**config.mk**
```make
export PLATFORM = sky130hd
export DESIGN_NAME = integer_set_store_flat
export DESIGN_NICKNAME = d
export VERILOG_FILES = /design/src/hdl/iss_pkg.sv /design/src/hdl/iss_req_if.sv /design/src/hdl/iss_rsp_if.sv /design/src/hdl/iss_ram.sv /design/src/hdl/iss_ctrl.sv /design/src/hdl/integer_set_store.sv /design/src/flat_wrapper.sv
export VERILOG_INCLUDE_DIRS = /design/src /design/src/hdl
export SDC_FILE = /design/constraint.sdc
export NUM_CORES = 1
export LEC_CHECK = 0
export BUFFER_PORTS_ARGS = -buffer_cell sky130_fd_sc_hd__buf_2
export CELL_PAD_IN_SITES_DETAIL_PLACEMENT = 0
export CELL_PAD_IN_SITES_GLOBAL_PLACEMENT = 2
export CORE_MARGIN = 2
export CORE_UTILIZATION = 50
export CTS_CLUSTER_DIAMETER = 120
export DETAILED_ROUTE_END_ITERATION = 10
export PLACE_DENSITY = 0.91
export SYNTH_ARGS = -nofsm -noshare
export SYNTH_HDL_FRONTEND = slang
export SYNTH_SLANG_ARGS = --single-unit
```
**constraint.sdc**
```tcl
create_clock -name clk -period 7.95 [get_ports clk]
set_clock_uncertainty 0.15 [all_clocks]
set_input_delay 1.59 -clock clk [delete_from_list [all_inputs] [get_ports clk]]
set_output_delay 1.59 -clock clk [all_outputs]
set_load 0.01 [all_outputs]
```
**src/hdl/integer_set_store_assert.svh**
```systemverilog
// ----------------------------------------------------------------------------
// Assertion macros for the integer set store.
// Each macro expects signals named clk and arst_n in the using scope.
// ----------------------------------------------------------------------------
`ifndef INTEGER_SET_STORE_ASSERT_SVH
`define INTEGER_SET_STORE_ASSERT_SVH

// Same-cycle implication, disabled while reset is asserted.
`define ISS_ASSERT_IMP(label, ante, cons, msg) \
	label: assert property (@(posedge clk) disable iff (!arst_n) (ante) |-> (cons)) \
		else $error(msg);

// Next-cycle implication, disabled while reset is asserted.
`define ISS_ASSERT_NEXT(label, ante, cons, msg) \
	label: assert property (@(posedge clk) disable iff (!arst_n) (ante) |=> (cons)) \
		else $error(msg);

`endif

```
**src/hdl/iss_pkg.sv**
```systemverilog
// ----------------------------------------------------------------------------
// iss_pkg
// Types and constants shared by the integer set store modules.
// ----------------------------------------------------------------------------
package iss_pkg;

	localparam int CAPACITY = 16;
	localparam int DATA_W   = 32;
	localparam int ADDR_W   = $clog2(CAPACITY);
	localparam int CNT_W    = $clog2(CAPACITY + 1);

	typedef enum logic [1:0] {
		KIND_ADD      = 2'd0,
		KIND_REMOVE   = 2'd1,
		KIND_CONTAINS = 2'd2,
		KIND_READ     = 2'd3
	} kind_t;

	typedef struct packed {
		kind_t                     kind;
		logic signed [DATA_W-1:0]  value;
		logic [ADDR_W-1:0]         index;
	} req_t;

	typedef struct packed {
		logic                      hit;
		logic                      rejected_full;
		logic signed [DATA_W-1:0]  entry_value;
		logic                      index_valid;
		logic [CNT_W-1:0]          count;
	} rsp_t;

	typedef struct packed {
		logic                      we;
		logic [ADDR_W-1:0]         waddr;
		logic signed [DATA_W-1:0]  wdata;
		logic [ADDR_W-1:0]         raddr;
	} ram_req_t;

	typedef enum logic [2:0] {
		ST_IDLE,
		ST_SCAN_RD,
		ST_SCAN_CMP,
		ST_APPEND,
		ST_SHIFT_RD,
		ST_SHIFT_WR,
		ST_READ_RD,
		ST_READ_CMP
	} state_t;

endpackage

```
**src/hdl/iss_req_if.sv**
```systemverilog
// ----------------------------------------------------------------------------
// iss_req_if
// Valid/ready channel carrying one request transaction.
// ----------------------------------------------------------------------------
interface iss_req_if;
	import iss_pkg::*;

	logic valid;
	logic ready;
	req_t data;

	modport source (output valid, output data, input ready);
	modport sink   (input valid, input data, output ready);
endinterface

```
**src/hdl/iss_rsp_if.sv**
```systemverilog
// ----------------------------------------------------------------------------
// iss_rsp_if
// Valid/ready channel carrying one result transaction.
// ----------------------------------------------------------------------------
interface iss_rsp_if;
	import iss_pkg::*;

	logic valid;
	logic ready;
	rsp_t data;

	modport source (output valid, output data, input ready);
	modport sink   (input valid, input data, output ready);
endinterface

```
**src/hdl/iss_ram.sv**
```systemverilog
// ----------------------------------------------------------------------------
// iss_ram
// Generic single-write, single-read RAM with a registered read port.
// ----------------------------------------------------------------------------
module iss_ram #(
	parameter int WIDTH = 32,
	parameter int DEPTH = 16,
	localparam int AW   = (DEPTH > 1) ? $clog2(DEPTH) : 1
) (
	input  logic             clk,
	input  logic             we,
	input  logic [AW-1:0]    waddr,
	input  logic [WIDTH-1:0] wdata,
	input  logic [AW-1:0]    raddr,
	output logic [WIDTH-1:0] rdata
);

	logic [WIDTH-1:0] mem_q [DEPTH];
	logic [WIDTH-1:0] rdata_q;

	always_ff @(posedge clk) begin
		if (we) begin
			mem_q[waddr] <= wdata;
		end
		rdata_q <= mem_q[raddr];
	end

	assign rdata = rdata_q;

endmodule

```
**src/hdl/iss_ctrl.sv**
```systemverilog
// ----------------------------------------------------------------------------
// iss_ctrl
// Sequencer that walks the entry RAM with one shared equality compare to
// add, remove, look up and read entries, one request at a time.
// ----------------------------------------------------------------------------
`include "integer_set_store_assert.svh"

module iss_ctrl (
	input  logic              clk,
	input  logic              arst_n,
	input  logic              req_valid,
	output logic              req_ready,
	input  iss_pkg::req_t     req,
	output logic              res_valid,
	input  logic              res_ready,
	output iss_pkg::rsp_t     res,
	output iss_pkg::ram_req_t ram_req,
	input  logic [iss_pkg::DATA_W-1:0] ram_rdata
);
	import iss_pkg::*;

	state_t state_q, state_d;

	kind_t                    kind_q;
	logic signed [DATA_W-1:0] value_q;
	logic [ADDR_W-1:0]        index_q;
	logic [ADDR_W-1:0]        ptr_q;
	logic [CNT_W-1:0]         count_q;
	logic                     hit_q;
	logic                     full_q;
	logic signed [DATA_W-1:0] ev_q;
	logic                     valid_q;
	logic                     done_q;

	logic eq;
	logic more;
	logic shift_more;
	logic idx_ok;
	logic is_full;
	logic accept;

	// Shared compare unit: entry against the request value, and the scan bound.
	assign eq      = (ram_rdata == value_q);
	assign more    = (({1'b0, ptr_q} + CNT_W'(1)) < count_q);
	// During the shift the count already holds the new value, and every slot
	// below it from the match upward takes the entry above it.
	assign shift_more = ({1'b0, ptr_q} < count_q);
	assign idx_ok  = ({1'b0, req.index} < count_q);
	assign is_full = (count_q >= CNT_W'(CAPACITY));
	assign accept  = req_valid && req_ready;

	// Next state.
	always_comb begin
		state_d = state_q;
		unique case (state_q)
			ST_IDLE: begin
				if (req_valid && !done_q) begin
					if (req.kind == KIND_READ) begin
						state_d = idx_ok ? ST_READ_RD : ST_IDLE;
					end else if (count_q == '0) begin
						state_d = (req.kind == KIND_ADD) ? ST_APPEND : ST_IDLE;
					end else begin
						state_d = ST_SCAN_RD;
					end
				end
			end
			ST_SCAN_RD: state_d = ST_SCAN_CMP;
			ST_SCAN_CMP: begin
				if (eq) begin
					state_d = (kind_q == KIND_REMOVE) ? ST_SHIFT_RD : ST_IDLE;
				end else if (more) begin
					state_d = ST_SCAN_RD;
				end else begin
					state_d = (kind_q == KIND_ADD) ? ST_APPEND : ST_IDLE;
				end
			end
			ST_APPEND:   state_d = ST_IDLE;
			ST_SHIFT_RD: state_d = shift_more ? ST_SHIFT_WR : ST_IDLE;
			ST_SHIFT_WR: state_d = ST_SHIFT_RD;
			ST_READ_RD:  state_d = ST_READ_CMP;
			ST_READ_CMP: state_d = ST_IDLE;
			default:     state_d = ST_IDLE;
		endcase
	end

	// Outputs: handshake and RAM port.
	always_comb begin
		req_ready     = 1'b0;
		ram_req.we    = 1'b0;
		ram_req.waddr = ptr_q;
		ram_req.wdata = value_q;
		ram_req.raddr = ptr_q;
		unique case (state_q)
			ST_IDLE:     req_ready = !done_q;
			ST_SCAN_RD:  ram_req.raddr = ptr_q;
			ST_SCAN_CMP: ram_req.raddr = ptr_q;
			ST_APPEND: begin
				ram_req.we    = !is_full;
				ram_req.waddr = count_q[ADDR_W-1:0];
			end
			ST_SHIFT_RD: ram_req.raddr = ptr_q + ADDR_W'(1);
			ST_SHIFT_WR: begin
				ram_req.we    = 1'b1;
				ram_req.wdata = ram_rdata;
			end
			ST_READ_RD:  ram_req.raddr = index_q;
			ST_READ_CMP: ram_req.raddr = index_q;
			default:     req_ready = 1'b0;
		endcase
	end

	assign res_valid         = done_q;
	assign res.hit           = hit_q;
	assign res.rejected_full = full_q;
	assign res.entry_value   = ev_q;
	assign res.index_valid   = valid_q;
	assign res.count         = count_q;

	always_ff @(posedge clk or negedge arst_n) begin
		if (!arst_n) begin
			state_q <= ST_IDLE;
			count_q <= '0;
			done_q  <= 1'b0;
		end else begin
			state_q <= state_d;
			if (done_q && res_ready) begin
				done_q <= 1'b0;
			end
			// Any return to idle from a working state finishes the transaction.
			if (state_q != ST_IDLE && state_d == ST_IDLE) begin
				done_q <= 1'b1;
			end
			if (accept && state_d == ST_IDLE) begin
				done_q <= 1'b1;
			end
			if (state_q == ST_APPEND && !is_full) begin
				count_q <= count_q + CNT_W'(1);
			end
			// The count drops as soon as the match is found; the shift then
			// runs up to the new count.
			if (state_q == ST_SCAN_CMP && eq && kind_q == KIND_REMOVE) begin
				count_q <= count_q - CNT_W'(1);
			end
		end
	end

	always_ff @(posedge clk) begin
		if (accept) begin
			kind_q  <= req.kind;
			value_q <= req.value;
			index_q <= req.index;
			ptr_q   <= '0;
			hit_q   <= 1'b0;
			full_q  <= 1'b0;
			ev_q    <= '0;
			valid_q <= 1'b0;
		end
		unique case (state_q)
			ST_SCAN_CMP: begin
				if (eq) begin
					hit_q <= 1'b1;
				end else if (more) begin
					ptr_q <= ptr_q + ADDR_W'(1);
				end
			end
			ST_APPEND:   full_q <= is_full;
			ST_SHIFT_WR: ptr_q  <= ptr_q + ADDR_W'(1);
			ST_READ_CMP: begin
				ev_q    <= ram_rdata;
				valid_q <= 1'b1;
				hit_q   <= eq;
			end
			default: begin
			end
		endcase
	end

	`ISS_ASSERT_IMP(a_count_bound, 1'b1, count_q <= CNT_W'(CAPACITY), "count above capacity")
	`ISS_ASSERT_NEXT(a_accept_busy, accept, !req_ready, "accepted while busy")
	`ISS_ASSERT_IMP(a_write_range, ram_req.we, {1'b0, ram_req.waddr} <= count_q,
		"write beyond packed entries")
	`ISS_ASSERT_IMP(a_result_idle, res_valid, state_q == ST_IDLE, "result while working")

endmodule

```
**src/hdl/integer_set_store.sv**
```systemverilog
// ----------------------------------------------------------------------------
// integer_set_store
// Set of distinct signed 32-bit integers packed in a RAM, with add, remove,
// contains and read-at-index requests and one result for each request.
// ----------------------------------------------------------------------------
//  channel  dir  payload
//  req      in   kind, value, index
//  rsp      out  hit, rejected_full, entry_value, index_valid, count
//
//  A request scans the entries in turn, a read then a compare each; add appends
//  on a miss, and remove moves each entry above the match down with a read and
//  a write, then closes the shift; a read in range reads and keeps the entry,
//  and a read past the count needs no RAM access. The result waits in the done
//  register, then in the output register behind rsp.valid, and the next request
//  can already be taken. The single RAM read port and the one shared compare
//  set the pace. Reset clears control state; entries are written before read.
//  The result sits in an output register, so a new request is taken while the
//  previous result waits on rsp.ready.
// ----------------------------------------------------------------------------
module integer_set_store (
	input logic         clk,
	input logic         arst_n,
	iss_req_if.sink     req,
	iss_rsp_if.source   rsp
);
	import iss_pkg::*;

	logic              res_valid;
	logic              res_ready;
	rsp_t              res;
	ram_req_t          ram_req;
	logic [DATA_W-1:0] ram_rdata;
	logic              rsp_valid_q;
	rsp_t              rsp_q;

	iss_ctrl u_ctrl (
		.clk       (clk),
		.arst_n    (arst_n),
		.req_valid (req.valid),
		.req_ready (req.ready),
		.req       (req.data),
		.res_valid (res_valid),
		.res_ready (res_ready),
		.res       (res),
		.ram_req   (ram_req),
		.ram_rdata (ram_rdata)
	);

	iss_ram #(
		.WIDTH (DATA_W),
		.DEPTH (CAPACITY)
	) u_entries (
		.clk   (clk),
		.we    (ram_req.we),
		.waddr (ram_req.waddr),
		.wdata (ram_req.wdata),
		.raddr (ram_req.raddr),
		.rdata (ram_rdata)
	);

	assign res_ready = !rsp_valid_q || rsp.ready;

	always_ff @(posedge clk or negedge arst_n) begin
		if (!arst_n) begin
			rsp_valid_q <= 1'b0;
		end else if (res_valid && res_ready) begin
			rsp_valid_q <= 1'b1;
		end else if (rsp.ready) begin
			rsp_valid_q <= 1'b0;
		end
	end

	always_ff @(posedge clk) begin
		if (res_valid && res_ready) begin
			rsp_q <= res;
		end
	end

	assign rsp.valid = rsp_valid_q;
	assign rsp.data  = rsp_q;

endmodule
```
**src/flat_wrapper.sv**
```systemverilog
// flat-port wrapper written by rule: the top's interface ports become plain ports
module integer_set_store_flat import iss_pkg::*;
  (clk, arst_n, req_valid, req_data, req_ready, rsp_valid, rsp_data, rsp_ready);
  iss_req_if req_i ();
  iss_rsp_if rsp_i ();
  input logic clk;
  input logic arst_n;
  input wire logic [$bits(req_i.valid)-1:0] req_valid;
  input wire logic [$bits(req_i.data)-1:0] req_data;
  output wire logic [$bits(req_i.ready)-1:0] req_ready;
  output wire logic [$bits(rsp_i.valid)-1:0] rsp_valid;
  output wire logic [$bits(rsp_i.data)-1:0] rsp_data;
  input wire logic [$bits(rsp_i.ready)-1:0] rsp_ready;
  assign req_i.valid = req_valid;
  assign req_i.data = req_data;
  assign req_ready = req_i.ready;
  assign rsp_valid = rsp_i.valid;
  assign rsp_data = rsp_i.data;
  assign rsp_i.ready = rsp_ready;
  integer_set_store u_core (.clk(clk), .arst_n(arst_n), .req(req_i), .rsp(rsp_i));
endmodule
```
==> out/metrics.yaml <==
powerDensity_nw_per_um2: 332
synth.area.top_cells: "edfxtp_1 69%, a2111oi_0 7.3%, and3_1 5.6%, dfxtp_1 2.8%, clkbuf_1 1.6%"
vias_per_cell: 6.53
syn-cell-area_um2: 27000
ir_drop_mv: 0.210
reg2reg_slack_ps: 3940
rr_worst_depth: 7
ys.warnings.count: 0
grt_util_all_layers: 0.240
drtIter0Drc: 2024
finish.instance_area_um2: 30300
crit_fanout: 21
antenna_found_initial: 0
finalHoldViolations: 0
fillCellCount: 4103
rsz0062_at_grt: "false"
cts_tree: "done"
synth_commonest_cells: "623 x edfxtp_1, 243 x and3_1, 224 x a2111oi_0"
slowest_delay_ps: 710
num_rows: 85
fin_crit_sh: 0.505
postCtsHoldBufs: 0
pin_count: 84
die_w_um: 236
grt_pass1_wl_um: 101000
via_count: 16300
period_needed_ps: 4010
dp.cells: 2375
insertion_delay_ps: 600
yosys.area.top_type: "edfxtp_1"
cts.sinks: 671
ctsLongestPathBuffers: 3
synth-edff-count: 623
setup_viol_count_final: 0
tightest_slew_ps: 1170
arrival_ps: 4100
cap_violations: 0
hold_path.class: "flip-flop to flip-flop"
max_slew_margin: 0.217
wire_per_inst_um: 27.1
cts-root-buf: "clkbuf_16"
avgSynthCellArea_um2: 15.7
hold_path_depth: 0
critPathRequiredTime_ps: 8040
htreeDepth: 3
grt_max_degree: 197
ant_nets: 0
crit_type: "flip-flop to flip-flop"
synthDistinctLibCells: 58
grt_pass1_vias: 16000
cts_buffers: 69
yosysTopAreaCellShare: 0.692
cp_slowest_cell: "dfrtp_1"
place_area_um2: 28100
fin_ws_ps: 3940
initial_core_util: 0.504
grt_overflow_total: 0
tns_ps: 0
fp.dieH_um: 236
cts_setup_buffers: 0
io_buffers: 83
synth_fp_nets: 1774
synthMostInstantiatedCell: "edfxtp_1"
hpwl_um: 34900
drc: 0
clkSlewWorstSetupHoldPaths_ps: 60
nNetsFinal: 1807
synth_seq_cells: 671
pre_cts_ws_ps: 3990
synth_seq_area_share: 0.730
startpoint_type: "flip-flop"
cts_resized: 0
stdcell_count: 2500
drive_gt1_frac: 0.154
wl_um: 67800
dieArea_um2: 55900
p_leak_nw: 10.0
n_antenna_cell: 0
gp_congestion: 0.827
ys_async_sr_fraction: 0.0149
fin_util: 0.564
fmax_ghz: 0.249
areaGrowthSynthToFinish_pct: 12.0
synth_cells: 1717
end_kind: "flip-flop"
dr.pass1.iters: 5
core-area_um2: 53600
slew_violations: 0
cp_cell_sequence: "inv_1, nor2_1, nand2_1, mux2i_1, o211ai_1, nor2_4, buf_4"
synth-main-ff-cell: "edfxtp_1"
status: "complete, no violations"
## path summary, 6_finish.rpt
| path | start | to |
|---|---|---|
| worst max-delay path | u_core.u_ctrl.state_q[1] | u_core.u_entries.mem_q[8][11] |
| worst min-delay path | u_core.u_ctrl.ev_q[29] | u_core.rsp.data[35] |
| worst max register to register | u_core.u_ctrl.state_q[1] | u_core.u_entries.mem_q[8][11] |
| worst min register to register | u_core.u_ctrl.ev_q[29] | u_core.rsp.data[35] |
| max in group asynchronous | arst_n | u_core.u_ctrl.res_valid |
| min in group asynchronous | arst_n | u_core.u_ctrl.count_q[4] |
## metrics by stage
step	power (mW)	hold WS, ps
floorplan	6.22	250
detailed placement	6.97	255
finish	10.0	268
global route	10.4	275
global placement	6.93	252
CTS	10.1	268
## cell usage in the layout, fill, tap and decap left out, drive strengths merged, types with 25 or more instances in the layout
cell | synthesis | routed
nand2 | 27 | 27
and3 | 243 | 243
o21a | 29 | 29
edfxtp | 623 | 623
mux2 | 35 | 35
o41ai | 25 | 25
clkbuf | 118 | 96
dfxtp | 38 | 38
nor2 | 33 | 33
buf | 37 | 117
nor4 | 35 | 35
and2 | 36 | 36
a2111oi | 225 | 225
xnor2 | 34 | 34
## worst max-delay path, delay by kind of cell, from the launching register on
kind / cells / cell delay, ps
AO/OA/AOI/OAI: 1 / 390
buffers and inverters: 2 / 800
flip-flops: 1 / 710
multiplexers: 1 / 390
AND/OR/NAND/NOR: 3 / 1190
## logic make-up after synthesis
family,count (synthesis),synth area share
flip-flops,671,0.730
AND/OR/NAND/NOR,411,0.0903
AO/OA/AOI/OAI,365,0.114
buffers and inverters,167,0.0266
multiplexers,50,0.0201
XOR/XNOR,37,0.0120
adder cells (fa/ha/maj),16,0.00759
## metal layers
layer,part of all wire,up-vias,track usage
li1,-,7165,-
met1,0.42,8249,0.339
met2,0.47,785,0.376
met3,0.085,138,0.0406
met4,0.030,0,0.0892
met5,0,-,0
## sequential cells by signal, summed over array words and instances (netlist names), 2 cells and up
name,cells
u_core.rsp.data,40
u_core.u_ctrl.kind_q,2
u_core.u_ctrl.index_q,4
u_core.u_ctrl.value_q,32
u_core.u_ctrl.count_q,5
u_core.u_entries.mem_q,512
u_core.u_ctrl.ptr_q,4
u_core.u_ctrl.ev_q,32
u_core.u_ctrl.state_q,3
u_core.u_entries.rdata,32
## power by group
group | total [mW] | switching, mW | internal [mW] | leakage [nW]
registers | 4.60 | 0.249 | 4.35 | 6.10
logic | 2.33 | 1.55 | 0.787 | 2.85
clock network | 3.12 | 1.30 | 1.82 | 1.06
total | 10.0 | 3.10 | 6.95 | 10.0
## area by class of cell
type                    instances  area, um2  share of cell area
clock buffers                  96       1910              0.0632
clock inverters                29        268             0.00885
inverters                      12       45.0             0.00149
multi-input cells             879       6750               0.223
flip-flops and latches        671      19700               0.652
well taps                     696        871              0.0288
repair buffers                117        683              0.0226
(Power assumes the default switching activity.)
